[src/design/lst_pkg.sv]
// Shared types, constants and the remainder step function for the LWE
// secret-reduction transform. No dependencies.
package lst_pkg;

  localparam int W           = 15;   // modulus / coefficient width
  localparam int POS_W       = 10;   // position field width
  localparam int SEC_W       = 8;    // stored secret entry width
  localparam int MAX_DIM_DEF = 1024;
  localparam int RED_BITS    = 3;    // quotient bits resolved per pipeline stage
  localparam int RED_STAGES  = W / RED_BITS;
  localparam int CNT_W       = $clog2(W);

  localparam logic [W-1:0] Q_MIN  = W'(2);
  localparam logic [W-1:0] Q_RST  = W'(2);

  localparam logic ACTION_LOAD   = 1'b0;
  localparam logic ACTION_SAMPLE = 1'b1;

  typedef enum logic [1:0] {
    WT_ZERO,
    WT_ONE,
    WT_NEG
  } wt_t;

  typedef struct packed {
    logic [W-1:0] a;
    logic [W-1:0] rhs;
    logic         last;
    wt_t          wt;
  } item_t;

  // Three steps of restoring remainder: subtract q<<k for k = hi, hi-1, hi-2.
  function automatic logic [W-1:0] rem_step(input logic [W-1:0] rem,
                                            input logic [W-1:0] q,
                                            input int           hi);
    logic [2*W-1:0] r;
    logic [2*W-1:0] d;
    r = (2*W)'(rem);
    for (int j = 0; j < RED_BITS; j++) begin
      if (hi - j >= 0) begin
        d = (2*W)'(q) << (hi - j);
        if (r >= d) begin
          r = r - d;
        end
      end
    end
    return r[W-1:0];
  endfunction

endpackage

[src/design/lst_mod_pipe.sv]
// Pipelined remainder unit: reduces coefficient and rhs mod q, three
// quotient bits per stage, with bubble-collapsing flow control.
// Depends on lst_pkg.
module lst_mod_pipe (
  input  logic                  clk,
  input  logic                  rst_n,
  input  logic [lst_pkg::W-1:0] q,
  input  logic                  in_valid,
  output logic                  in_ready,
  input  lst_pkg::item_t        in_item,
  output logic                  out_valid,
  input  logic                  out_ready,
  output lst_pkg::item_t        out_item
);

  localparam int N = lst_pkg::RED_STAGES;

  logic           v_r    [N];
  lst_pkg::item_t item_r [N];
  logic           rdy    [N+1];

  always_comb begin
    rdy[N] = out_ready;
    for (int i = N - 1; i >= 0; i--) begin
      rdy[i] = !v_r[i] || rdy[i+1];
    end
  end

  for (genvar g = 0; g < N; g++) begin : g_stage
    localparam int HI = lst_pkg::W - 1 - g * lst_pkg::RED_BITS;

    logic           up_v;
    lst_pkg::item_t up_item;
    lst_pkg::item_t item_nxt;

    if (g == 0) begin : g_first
      assign up_v    = in_valid;
      assign up_item = in_item;
    end else begin : g_rest
      assign up_v    = v_r[g-1];
      assign up_item = item_r[g-1];
    end

    always_comb begin
      item_nxt     = up_item;
      item_nxt.a   = lst_pkg::rem_step(up_item.a, q, HI);
      item_nxt.rhs = lst_pkg::rem_step(up_item.rhs, q, HI);
    end

    always_ff @(posedge clk) begin
      if (!rst_n) begin
        v_r[g] <= 1'b0;
      end else if (rdy[g]) begin
        v_r[g] <= up_v;
      end
    end

    always_ff @(posedge clk) begin
      if (rdy[g] && up_v) begin
        item_r[g] <= item_nxt;
      end
    end
  end

  assign in_ready  = rdy[0];
  assign out_valid = v_r[N-1];
  assign out_item  = item_r[N-1];

endmodule

[config.mk]
export PLATFORM = sky130hd
export DESIGN_NAME = lst_mod_pipe
export DESIGN_NICKNAME = d
export VERILOG_FILES = /design/src/design/lst_pkg.sv /design/src/design/lst_mod_pipe.sv
export SDC_FILE = /design/constraint.sdc
export NUM_CORES = 1
export LEC_CHECK = 0
export BUFFER_PORTS_ARGS = -buffer_cell sky130_fd_sc_hd__buf_2
export CAP_MARGIN = 20
export CORE_MARGIN = 2
export CORE_UTILIZATION = 55
export DETAILED_ROUTE_END_ITERATION = 6
export GPL_TIMING_DRIVEN = 0
export PLACE_DENSITY = 0.73
export SLEW_MARGIN = 5
export SYNTH_ARGS = -nofsm -noshare
export SYNTH_HDL_FRONTEND = slang
export SYNTH_SLANG_ARGS = --single-unit
[constraint.sdc]
create_clock -name clk -period 23.8 [get_ports clk]
set_input_delay 5.95 -clock clk [delete_from_list [all_inputs] [get_ports clk]]
set_output_delay 5.95 -clock clk [all_outputs]
set_load 0.02 [all_outputs]
==> results.py <==
metrics = {
    "placed_design": {
        "dpl.hpwl_microns": 53600,
        "numPortBuffers": 85,
        "place_ws_ns": 8.13,
        "gp_congestion": 0.938,
    },
    "clock_tree": {
        "postCtsSetupBuffers": 0,
        "cts-root-buf": "clkbuf_16",
        "cts_num_sinks": 170,
        "clk_pin_slew_ns": 0.07,
        "cts_tree": "done",
        "cts.path.max_buffers": 2,
        "clock_latency_ns": 0.51,
        "cts_resized": 0,
        "htree_levels": 4,
        "cts_buffers": 17,
        "cts_hold_buf": 0,
    },
    "timing": {
        "relSlewSlack_pct": 25.0,
        "tns_ns": 0,
        "rsz0062_at_grt": "false",
        "whs_ns": 0.421,
        "min_period_ns": 15.19,
        "worst_slew_pin_slew_ns": 1.12,
        "skew_ns": 0.0184,
        "setup_ws_ns": 8.61,
        "finalSetupViolCount": 0,
        "achievable-frequency_mhz": 65.8,
        "hold_viol": 0,
        "fin_crit_sh_pct": 63.8,
        "finalMaxSlewViolations": 0,
    },
    "critical_path": {
        "crit_path_frequent_cell": "buf_2",
        "start_kind": "primary input",
        "crit_path_top_delay_cell": "buf_2",
        "cp.required_ns": 24.05,
        "critPathMaxStageDelay_ns": 0.76,
        "cpLargestDelayFamily": "compound AO/OA/AOI/OAI gates",
        "cp_num_buf_inv": 9,
        "reg2regPathDepth": 31,
        "cp_num_cells": 34,
        "arrival_ns": 15.44,
        "critPathKind": "in2reg",
        "crit_path_max_fanout": 43,
        "critPathCaptureType": "flip-flop",
    },
    "global_routing": {
        "grt_antenna_before_repair": 1,
        "grt_pass1_wl_microns": 110000,
        "track_usage_pct": 30.9,
        "grt_overflow": 0,
        "first_global_vias": 21200,
        "grt_max_degree": 44,
    },
    "detailed_routing": {
        "drcViolationCount": 0,
        "ant_nets": 0,
        "num_vias": 21800,
        "drtIter0Drc": 1531,
        "first_pass_iters": 5,
        "vias_per_cell": 6.29,
        "wl_per_cell_microns": 20.1,
        "routed_wirelength_microns": 69700,
    },
    "logic_synthesis": {
        "synth.avg_cell_area_sq_um": 8.78,
        "ys_ff_latch": 170,
        "synth_area_sq_um": 24200,
        "synth_edf_count": 169,
        "netlist_instances": 2754,
        "synth.distinct_cells": 102,
        "ys_async_sr_fraction_pct": 0,
        "ys.flop_type": "edfxtp_1",
        "synth-seq-area-share_pct": 21.1,
        "synth_fp_nets": 3206,
        "ys_warn_count": 0,
    },
    "floorplanning": {
        "ios": 87,
        "die_area_sq_um": 45600,
        "core_sq_um": 43300,
        "die_w_microns": 214,
        "dieHeight_microns": 214,
        "rows": 76,
        "initial_core_util_pct": 55.9,
    },
    "finish": {
        "layout.cells.most_common": "ha_1",
        "final_nets": 3323,
        "diodes": 0,
        "mostFrequentLayoutCells": "372 x ha_1, 231 x a21oi_1, 206 x nor2_1",
        "layout-area-overhead-vs-synth_pct": 8.49,
        "drive_above_1_share_pct": 11.5,
    },
    "status": {
        "status": "complete, no violations",
    },
    "min_path": {
        "hold_class": "reg2reg",
        "hold_depth": 0,
    },
    "pwr": {
        "ir_drop_mv": 0.0448,
        "power.density_nw_per_um2": 39.6,
        "p_leak_nw": 11.6,
    },
    "job": {
        "drv_cap": 0,
    },
}
-- Yosys cell counts, types with 7 or more instances --
| master | number | share of area (%) |
|---|---|---|
| ha_1 | 372 | 19 |
| a21oi_1 | 231 | 4.8 |
| nor2_1 | 206 | 3.2 |
| o21ai_0 | 177 | 3.7 |
| edfxtp_1 | 169 | 21 |
| nand2_1 | 164 | 2.5 |
| inv_1 | 142 | 2.2 |
| xnor2_1 | 137 | 5.0 |
| mux2_2 | 113 | 5.3 |
| a21o_1 | 92 | 2.9 |
| xor2_1 | 83 | 3.0 |
| nor3_1 | 71 | 1.5 |
| nor2b_1 | 60 | 1.6 |
| nand3_1 | 55 | 1.1 |
| nand4_1 | 54 | 1.4 |
| o21a_1 | 48 | 1.5 |
| and2_1 | 41 | 1.1 |
| nand2b_1 | 37 | 0.96 |
| mux2i_1 | 34 | 1.4 |
| and3_1 | 31 | 0.80 |
| clkbuf_1 | 29 | 0.45 |
| fa_1 | 28 | 2.3 |
| nor4_1 | 23 | 0.60 |
| a211oi_1 | 21 | 0.65 |
| o21bai_1 | 21 | 0.65 |
| o31ai_1 | 19 | 0.59 |
| or3_1 | 17 | 0.44 |
| a21boi_0 | 16 | 0.50 |
| o31a_1 | 16 | 0.58 |
| or2_2 | 15 | 0.39 |
| a31oi_1 | 14 | 0.36 |
| buf_2 | 12 | 0.25 |
| and4_1 | 11 | 0.40 |
| a221oi_1 | 10 | 0.36 |
| mux2_1 | 10 | 0.47 |
| and3b_1 | 8 | 0.29 |
| a41oi_1 | 7 | 0.25 |
| nor3b_1 | 7 | 0.22 |
| o2111ai_1 | 7 | 0.25 |
| o211a_1 | 7 | 0.29 |
| o211ai_1 | 7 | 0.22 |
| or4_1 | 7 | 0.22 |
-- worst reg2reg max path, delay by kind of cell, from the launching register on --
kind                       cells  cell delay (ns)
buffers and inverters          6             1.65
DFF                            1             0.42
AOI/OAI and AO/OA             14             3.40
adders and majority gates      3             1.20
and+or+nand+nor                7             2.00
muxes                          1             0.38
-- cells by family (layout without fill, tap and decap cells) --
kind of cell / Yosys count / in the layout / synth area share (%)
AND/OR/NAND/NOR: 843 / 843 / 18.3
AO/OA/AOI/OAI: 772 / 772 / 20.7
adder cells (fa/ha/maj): 400 / 400 / 21.6
XOR/XNOR: 220 / 220 / 7.97
buffers and inverters: 190 / 320 / 3.11
flip-flops: 170 / 170 / 21.1
multiplexers: 159 / 159 / 7.26
-- per-stage QoR --
stage	area (sq um)	power (mW)	utilization, %	instances
final	26200	1.04	60.6	3469
after global routing	26200	1.09	60.6	3469
after CTS	26200	1.04	60.6	3469
after detailed placement	25700	0.753	59.3	3437
after global placement	25300	0.734	58.5	3424
after floorplan	24200	0.656	-	2754
-- registers in the layout (all words and copies together), names as in the netlist --
name,cells
v_r,5
item_r,165
-- path summary, 6_finish.rpt --
check	start	to	slack [ns]
max reg2reg	item_r[0][121]	item_r[0][163]	14.49
min	item_r[0][67]	item_r[0][100]	0.42
max	q[1]	item_r[0][163]	8.61
min reg2reg	item_r[0][67]	item_r[0][100]	0.42
-- routing by layer --
layer,track usage [%],vias to the layer above,share of wire (%)
li1,-,10600,-
met1,38.3,10400,43
met2,53.5,658,48
met3,4.82,151,5.3
met4,13.1,0,3.9
met5,0,-,0
-- layout make-up --
cell class,instances,area (sq um)
clock inverters,14,139
well taps,585,732
clock buffers,18,429
inverters,142,536
plain buffers,48,219
multi-input cells,2394,18400
flip-flops and latches,170,5090
fillers,3772,17000
repair buffers,98,716
-- report_power, final --
part | total [mW] | switching [mW] | internal, mW
logic | 0.402 | 0.227 | 0.175
registers | 0.351 | 0.00575 | 0.345
clock network | 0.284 | 0.138 | 0.146
Power figures use the tool's default switching activity.
