## src/design/lst_pkg.sv

```systemverilog
// Shared types, constants and the remainder step function for the LWE
// secret-reduction transform. No dependencies.
package lst_pkg;

  localparam int W           = 15;   // modulus / coefficient width
  localparam int POS_W       = 10;   // position field width
  localparam int SEC_W       = 8;    // stored secret entry width
  localparam int MAX_DIM_DEF = 1024;
  localparam int RED_BITS    = 3;    // quotient bits resolved per pipeline stage
  localparam int RED_STAGES  = W / RED_BITS;
  localparam int CNT_W       = $clog2(W);

  localparam logic [W-1:0] Q_MIN  = W'(2);
  localparam logic [W-1:0] Q_RST  = W'(2);

  localparam logic ACTION_LOAD   = 1'b0;
  localparam logic ACTION_SAMPLE = 1'b1;

  typedef enum logic [1:0] {
    WT_ZERO,
    WT_ONE,
    WT_NEG
  } wt_t;

  typedef struct packed {
    logic [W-1:0] a;
    logic [W-1:0] rhs;
    logic         last;
    wt_t          wt;
  } item_t;

  // Three steps of restoring remainder: subtract q<<k for k = hi, hi-1, hi-2.
  function automatic logic [W-1:0] rem_step(input logic [W-1:0] rem,
                                            input logic [W-1:0] q,
                                            input int           hi);
    logic [2*W-1:0] r;
    logic [2*W-1:0] d;
    r = (2*W)'(rem);
    for (int j = 0; j < RED_BITS; j++) begin
      if (hi - j >= 0) begin
        d = (2*W)'(q) << (hi - j);
        if (r >= d) begin
          r = r - d;
        end
      end
    end
    return r[W-1:0];
  endfunction

endpackage

```

## src/design/lst_out_if.sv

```systemverilog
// Result word channel: valid/ready plus one result word.
// Depends on lst_pkg.
interface lst_out_if;
  logic                  valid;
  logic                  ready;
  logic [lst_pkg::W-1:0] doubled_coef;
  logic [lst_pkg::W-1:0] new_rhs;
  logic                  done_res;

  modport source (output valid, doubled_coef, new_rhs, done_res, input ready);
  modport sink   (input valid, doubled_coef, new_rhs, done_res, output ready);
endinterface

```

## src/design/lst_tail.sv

```systemverilog
// Sign-term stage, dot accumulator and result register. Also re-reduces
// the accumulator after a modulus write. Depends on lst_pkg, lst_out_if.
module lst_tail (
  input  logic                  clk,
  input  logic                  rst_n,
  input  logic [lst_pkg::W-1:0] q,
  input  logic                  cfg_wr,
  output logic                  busy,
  input  logic                  in_valid,
  output logic                  in_ready,
  input  lst_pkg::item_t        in_item,
  lst_out_if.source             out_ch
);

  localparam int W  = lst_pkg::W;
  localparam int CW = lst_pkg::CNT_W;

  // prep stage
  logic         p_v_r;
  logic [W-1:0] p_dbl_r, p_term_r, p_rhs_r;
  logic         p_last_r;
  logic [W:0]   dbl2;
  logic [W-1:0] dbl_nxt, term_nxt;

  // output stage
  logic         o_v_r;
  logic [W-1:0] o_dbl_r, o_rhs_r;
  logic         o_done_r;
  logic [W:0]   sum;
  logic [W-1:0] sum_red;
  logic [W:0]   nrhs_full;
  logic [W-1:0] nrhs;

  logic [W-1:0]   acc_r, acc_nxt;
  logic           busy_r;
  logic [CW-1:0]  cnt_r;
  logic [2*W-1:0] red_d;

  logic o_rdy, p_rdy, p_move;

  assign o_rdy  = !o_v_r || out_ch.ready;
  assign p_rdy  = !p_v_r || o_rdy;
  assign p_move = p_v_r && o_rdy;
  assign in_ready = p_rdy;

  always_comb begin
    dbl2    = {in_item.a, 1'b0};
    dbl_nxt = (dbl2 >= (W+1)'(q)) ? W'(dbl2 - (W+1)'(q)) : W'(dbl2);
    case (in_item.wt)
      lst_pkg::WT_ONE: term_nxt = in_item.a;
      lst_pkg::WT_NEG: term_nxt = (in_item.a == '0) ? '0 : q - in_item.a;
      default:         term_nxt = '0;
    endcase
  end

  always_ff @(posedge clk) begin
    if (!rst_n) begin
      p_v_r <= 1'b0;
    end else if (p_rdy) begin
      p_v_r <= in_valid;
    end
  end

  always_ff @(posedge clk) begin
    if (p_rdy && in_valid) begin
      p_dbl_r  <= dbl_nxt;
      p_term_r <= term_nxt;
      p_rhs_r  <= in_item.rhs;
      p_last_r <= in_item.last;
    end
  end

  always_comb begin
    sum       = (W+1)'(acc_r) + (W+1)'(p_term_r);
    sum_red   = (sum >= (W+1)'(q)) ? W'(sum - (W+1)'(q)) : W'(sum);
    nrhs_full = (p_rhs_r >= sum_red) ? (W+1)'(p_rhs_r - sum_red)
                                     : (W+1)'(p_rhs_r) + (W+1)'(q) - (W+1)'(sum_red);
    nrhs      = nrhs_full[W-1:0];
  end

  always_ff @(posedge clk) begin
    if (!rst_n) begin
      o_v_r <= 1'b0;
    end else if (o_rdy) begin
      o_v_r <= p_v_r;
    end
  end

  always_ff @(posedge clk) begin
    if (p_move) begin
      o_dbl_r  <= p_dbl_r;
      o_rhs_r  <= p_last_r ? nrhs : '0;
      o_done_r <= p_last_r;
    end
  end

  // after a modulus change: one restoring step per cycle, top shift first
  assign red_d = (2*W)'(q) << cnt_r;

  always_comb begin
    acc_nxt = acc_r;
    if (busy_r) begin
      if ((2*W)'(acc_r) >= red_d) begin
        acc_nxt = acc_r - red_d[W-1:0];
      end
    end else if (p_move) begin
      acc_nxt = p_last_r ? '0 : sum_red;
    end
  end

  always_ff @(posedge clk) begin
    if (!rst_n) begin
      acc_r  <= '0;
      busy_r <= 1'b0;
      cnt_r  <= '0;
    end else begin
      acc_r <= acc_nxt;
      if (cfg_wr) begin
        busy_r <= 1'b1;
        cnt_r  <= CW'(W - 1);
      end else if (busy_r) begin
        if (cnt_r == '0) begin
          busy_r <= 1'b0;
        end else begin
          cnt_r <= cnt_r - 1'b1;
        end
      end
    end
  end

  assign busy = busy_r;

  assign out_ch.valid        = o_v_r;
  assign out_ch.doubled_coef = o_dbl_r;
  assign out_ch.new_rhs      = o_rhs_r;
  assign out_ch.done_res     = o_done_r;

endmodule
```

## src/flat_wrapper.sv

```systemverilog
// flat-port wrapper written by rule: the top's interface ports become plain ports
module lst_tail_flat 
  (clk, rst_n, q, cfg_wr, busy, in_valid, in_ready, in_item, out_ch_valid, out_ch_doubled_coef, out_ch_new_rhs, out_ch_done_res, out_ch_ready);
  lst_out_if out_ch_i ();
  input  logic clk;
  input  logic rst_n;
  input  logic [lst_pkg::W-1:0] q;
  input  logic cfg_wr;
  output logic busy;
  input  logic in_valid;
  output logic in_ready;
  input  lst_pkg::item_t in_item;
  output wire logic [$bits(out_ch_i.valid)-1:0] out_ch_valid;
  output wire logic [$bits(out_ch_i.doubled_coef)-1:0] out_ch_doubled_coef;
  output wire logic [$bits(out_ch_i.new_rhs)-1:0] out_ch_new_rhs;
  output wire logic [$bits(out_ch_i.done_res)-1:0] out_ch_done_res;
  input wire logic [$bits(out_ch_i.ready)-1:0] out_ch_ready;
  assign out_ch_valid = out_ch_i.valid;
  assign out_ch_doubled_coef = out_ch_i.doubled_coef;
  assign out_ch_new_rhs = out_ch_i.new_rhs;
  assign out_ch_done_res = out_ch_i.done_res;
  assign out_ch_i.ready = out_ch_ready;
  lst_tail u_core (.clk(clk), .rst_n(rst_n), .q(q), .cfg_wr(cfg_wr), .busy(busy), .in_valid(in_valid), .in_ready(in_ready), .in_item(in_item), .out_ch(out_ch_i));
endmodule
```

## config.mk

```make
export PLATFORM = sky130hd
export DESIGN_NAME = lst_tail_flat
export DESIGN_NICKNAME = d
export VERILOG_FILES = /design/src/design/lst_pkg.sv /design/src/design/lst_out_if.sv /design/src/design/lst_tail.sv /design/src/flat_wrapper.sv
export SDC_FILE = /design/constraint.sdc
export NUM_CORES = 1
export LEC_CHECK = 0
export ABC_AREA = 0
export ABC_CLOCK_PERIOD_IN_PS = 9350
export BUFFER_PORTS_ARGS = -buffer_cell sky130_fd_sc_hd__buf_4
export CORE_UTILIZATION = 55
export DETAILED_ROUTE_END_ITERATION = 8
export PLACE_DENSITY = 0.75
export SLEW_MARGIN = 20
export SYNTH_ARGS = -nofsm -noshare
export SYNTH_HDL_FRONTEND = slang
export SYNTH_SLANG_ARGS = --single-unit
export TNS_END_PERCENT = 20
```

## constraint.sdc

```tcl
create_clock -name clk -period 9.35 [get_ports clk]
set_input_delay 0.4675 -clock clk [delete_from_list [all_inputs] [get_ports clk]]
set_output_delay 0.4675 -clock clk [all_outputs]
set_load 0.05 [all_outputs]
```

==> flow_metrics.py <==
metrics = {
    "cts": {
        "root_buffer": "clkbuf_16",
        "path_clk_slew_ns": 0.07,
        "cts_buffers": 9,
        "cts_tree": "built",
        "cts_hold_buf": 0,
        "clkLatencyLatePin_ns": 0.36,
        "cts_setup_buffers": 0,
        "cts_resized": 0,
        "cts_buffer_depth": 2,
        "clock-sinks": 99,
        "h-tree-depth": 3,
    },
    "drt": {
        "avgViaCountPerCell": 6.24,
        "dr.pass1.iters": 5,
        "vias": 8724,
        "drtIter0Drc": 745,
        "postRouteAntennaNets": 0,
        "routed_wl_mm": 27.0,
        "drc": 0,
        "wl_per_cell_microns": 19.3,
    },
    "timing": {
        "fin_hold_ws_ns": 0.281,
        "finalHoldViolations": 0,
        "finClkSkew_ns": 0.00558,
        "period_share": 0.884,
        "max_freq_mhz": 121,
        "slew_headroom": 0.278,
        "setup_viol": 0,
        "worst_pin_slew_ns": 1.08,
        "setup_tns_ns": 0,
        "setup_slack_ns": 1.08,
        "drv_slew": 0,
        "rsz0062_at_grt": "no",
        "period_minus_slack_ns": 8.27,
    },
    "layout": {
        "syn_to_final_growth_pct": 11.3,
        "drive_gt1_frac": 0.131,
        "diodes": 0,
        "fin_nets": 1341,
    },
    "setup_path": {
        "critPathTopFamily": "compound AO/OA/AOI/OAI gates",
        "cp_max_fo": 16,
        "critPathRequiredTime_ns": 9.44,
        "crit_top_cell": "a21oi_1",
        "slowest_stage": "and3_1",
        "crit_path_start_kind": "register",
        "arrival_ns": 8.36,
        "slowest_delay_ns": 0.46,
        "cp-end-kind": "register",
        "crit_buf_inv": 3,
        "worstSetupPathType": "register to register",
    },
    "yosys": {
        "yosysTopAreaCellShare": 0.236,
        "syn_avg_cell_area_sq_um": 8.93,
        "ys_seq_area_frac": 0.281,
        "synth.area.top_cells": "edfxtp_1 24%, ha_1 14%, dfxtp_1 4.5%",
        "synth_flop_cell": "edfxtp_1",
        "synth_nets": 1270,
        "ys_async_sr_fraction": 0,
        "yosys_register_bits": 99,
        "syn-cell-area_sq_mm": 0.00979,
        "synthCells": 1097,
        "yosysTopAreaCell": "edfxtp_1",
        "ys_types": 89,
        "synth_edf_count": 77,
        "yosys_warnings": 0,
    },
    "placement": {
        "place_ws_ns": 1.34,
        "gp_congestion": 0.966,
        "place_hpwl_mm": 21.3,
        "io_buffers": 86,
    },
    "grt": {
        "grt_max_degree": 47,
        "grt-ovfl-total": 0,
        "grt_pass1_wl_mm": 40.6,
        "antenna_found_initial": 1,
        "grt_pass1_vias": 7640,
        "grt_use_total": 0.294,
    },
    "floorplanning": {
        "die_h_microns": 135,
        "rows": 48,
        "top_level_ports": 87,
        "die_w_microns": 135,
        "design.core.area_sq_mm": 0.0174,
        "die_area_sq_mm": 0.0183,
        "initial_utilization": 0.564,
    },
    "job": {
        "maxCapViolCount": 0,
    },
    "status": {
        "status": "completed",
    },
    "pwr": {
        "leakage_nw": 4.77,
        "power.density_mw_per_mm2": 239,
        "ir_drop_mv": 0.129,
    },
    "worst_hold_path": {
        "hold_class": "input port to register",
    },
}
worst paths after layout:
path,depth (start not counted),startpoint,slack [ns],to
worst max register to register,36,u_core.p_term_r[0],1.08,u_core.out_ch.new_rhs[14]
worst max-delay path,36,u_core.p_term_r[0],1.08,u_core.out_ch.new_rhs[14]
worst min-delay path,1,in_item[10],0.28,u_core.p_rhs_r[7]
worst min register to register,0,u_core.p_dbl_r[12],0.42,u_core.out_ch.doubled_coef[12]
cell families after synthesis:
| group | after synthesis | share of synthesized area |
|---|---|---|
| adder cells (fa/ha/maj) | 126 | 0.170 |
| buffers and inverters | 131 | 0.0538 |
| AO/OA/AOI/OAI | 330 | 0.229 |
| multiplexers | 31 | 0.0446 |
| flip-flops | 99 | 0.281 |
| XOR/XNOR | 68 | 0.0608 |
| AND/OR/NAND/NOR | 312 | 0.161 |
synthesized netlist by cell type (all sizes together), types with 12 or more instances:
library cell    n
a21boi         19
a21o           34
nand2          59
inv           100
a211oi         19
nor2           96
nor3           18
nand3          34
nand2b         13
xor2           24
a22oi          15
clkbuf         24
edfxtp         77
a21oi          82
fa             13
dfxtp          22
xnor2          44
mux2i          20
o21ai          76
nor4           12
ha            107
nor2b          20
power breakdown:
group / leakage [nW] / internal [mW] / total [mW] / switching [mW]
logic: 3.71 / 0.685 / 1.66 / 0.970
clock network: 0.136 / 0.188 / 0.362 / 0.175
registers: 0.930 / 0.550 / 0.584 / 0.0332
total: 4.77 / 1.42 / 2.60 / 1.18
layout by cell type, fill, tap and decap left out, types with 22 or more instances in the layout:
master	count
edfxtp_1	77
nand2_1	58
dfxtp_1	22
a21oi_1	79
o21ai_0	66
nor2_1	93
buf_4	91
nand3_1	32
xor2_1	24
xnor2_1	44
a21o_1	31
ha_1	107
inv_1	100
state kept, by name (all words and copies together) (netlist names):
signal,cells
u_core.busy,1
u_core.cnt_r,4
u_core.p_term_r,15
u_core.p_rhs_r,15
u_core.p_last_r,1
u_core.out_ch.doubled_coef,15
u_core.out_ch.new_rhs,15
u_core.out_ch.valid,1
u_core.p_v_r,1
u_core.out_ch.done_res,1
u_core.acc_r,15
u_core.p_dbl_r,15
through the flow:
stage,total power [mW],cells,instance area (sq um),util
after floorplan,1.88,1097,9790,-
after global placement,2.19,1382,10600,0.612
after detailed placement,2.22,1382,10600,0.612
after CTS,2.59,1398,10900,0.628
after global routing,2.78,1398,10900,0.628
final,2.60,1398,10900,0.628
metal layers:
layer | vias up | part of all wire | wire, microns | global-route usage
met2 | 362 | 0.45 | 12100 | 0.457
li1 | 4203 | - | - | -
met4 | 0 | 0.028 | 764 | 0.0949
met3 | 46 | 0.088 | 2380 | 0.0569
met5 | - | 0 | 0 | 0
met1 | 4113 | 0.44 | 11800 | 0.410
final cells by class:
cell class              count  area [sq um]
multi-input cells         867          6530
fillers                  1526          6460
flip-flops and latches     99          2750
repair buffers             91           683
inverters                 100           375
well taps                 225           282
clock buffers              10           239
clock inverters             6          38.8
No activity file was read; power rests on OpenSTA's default activity.
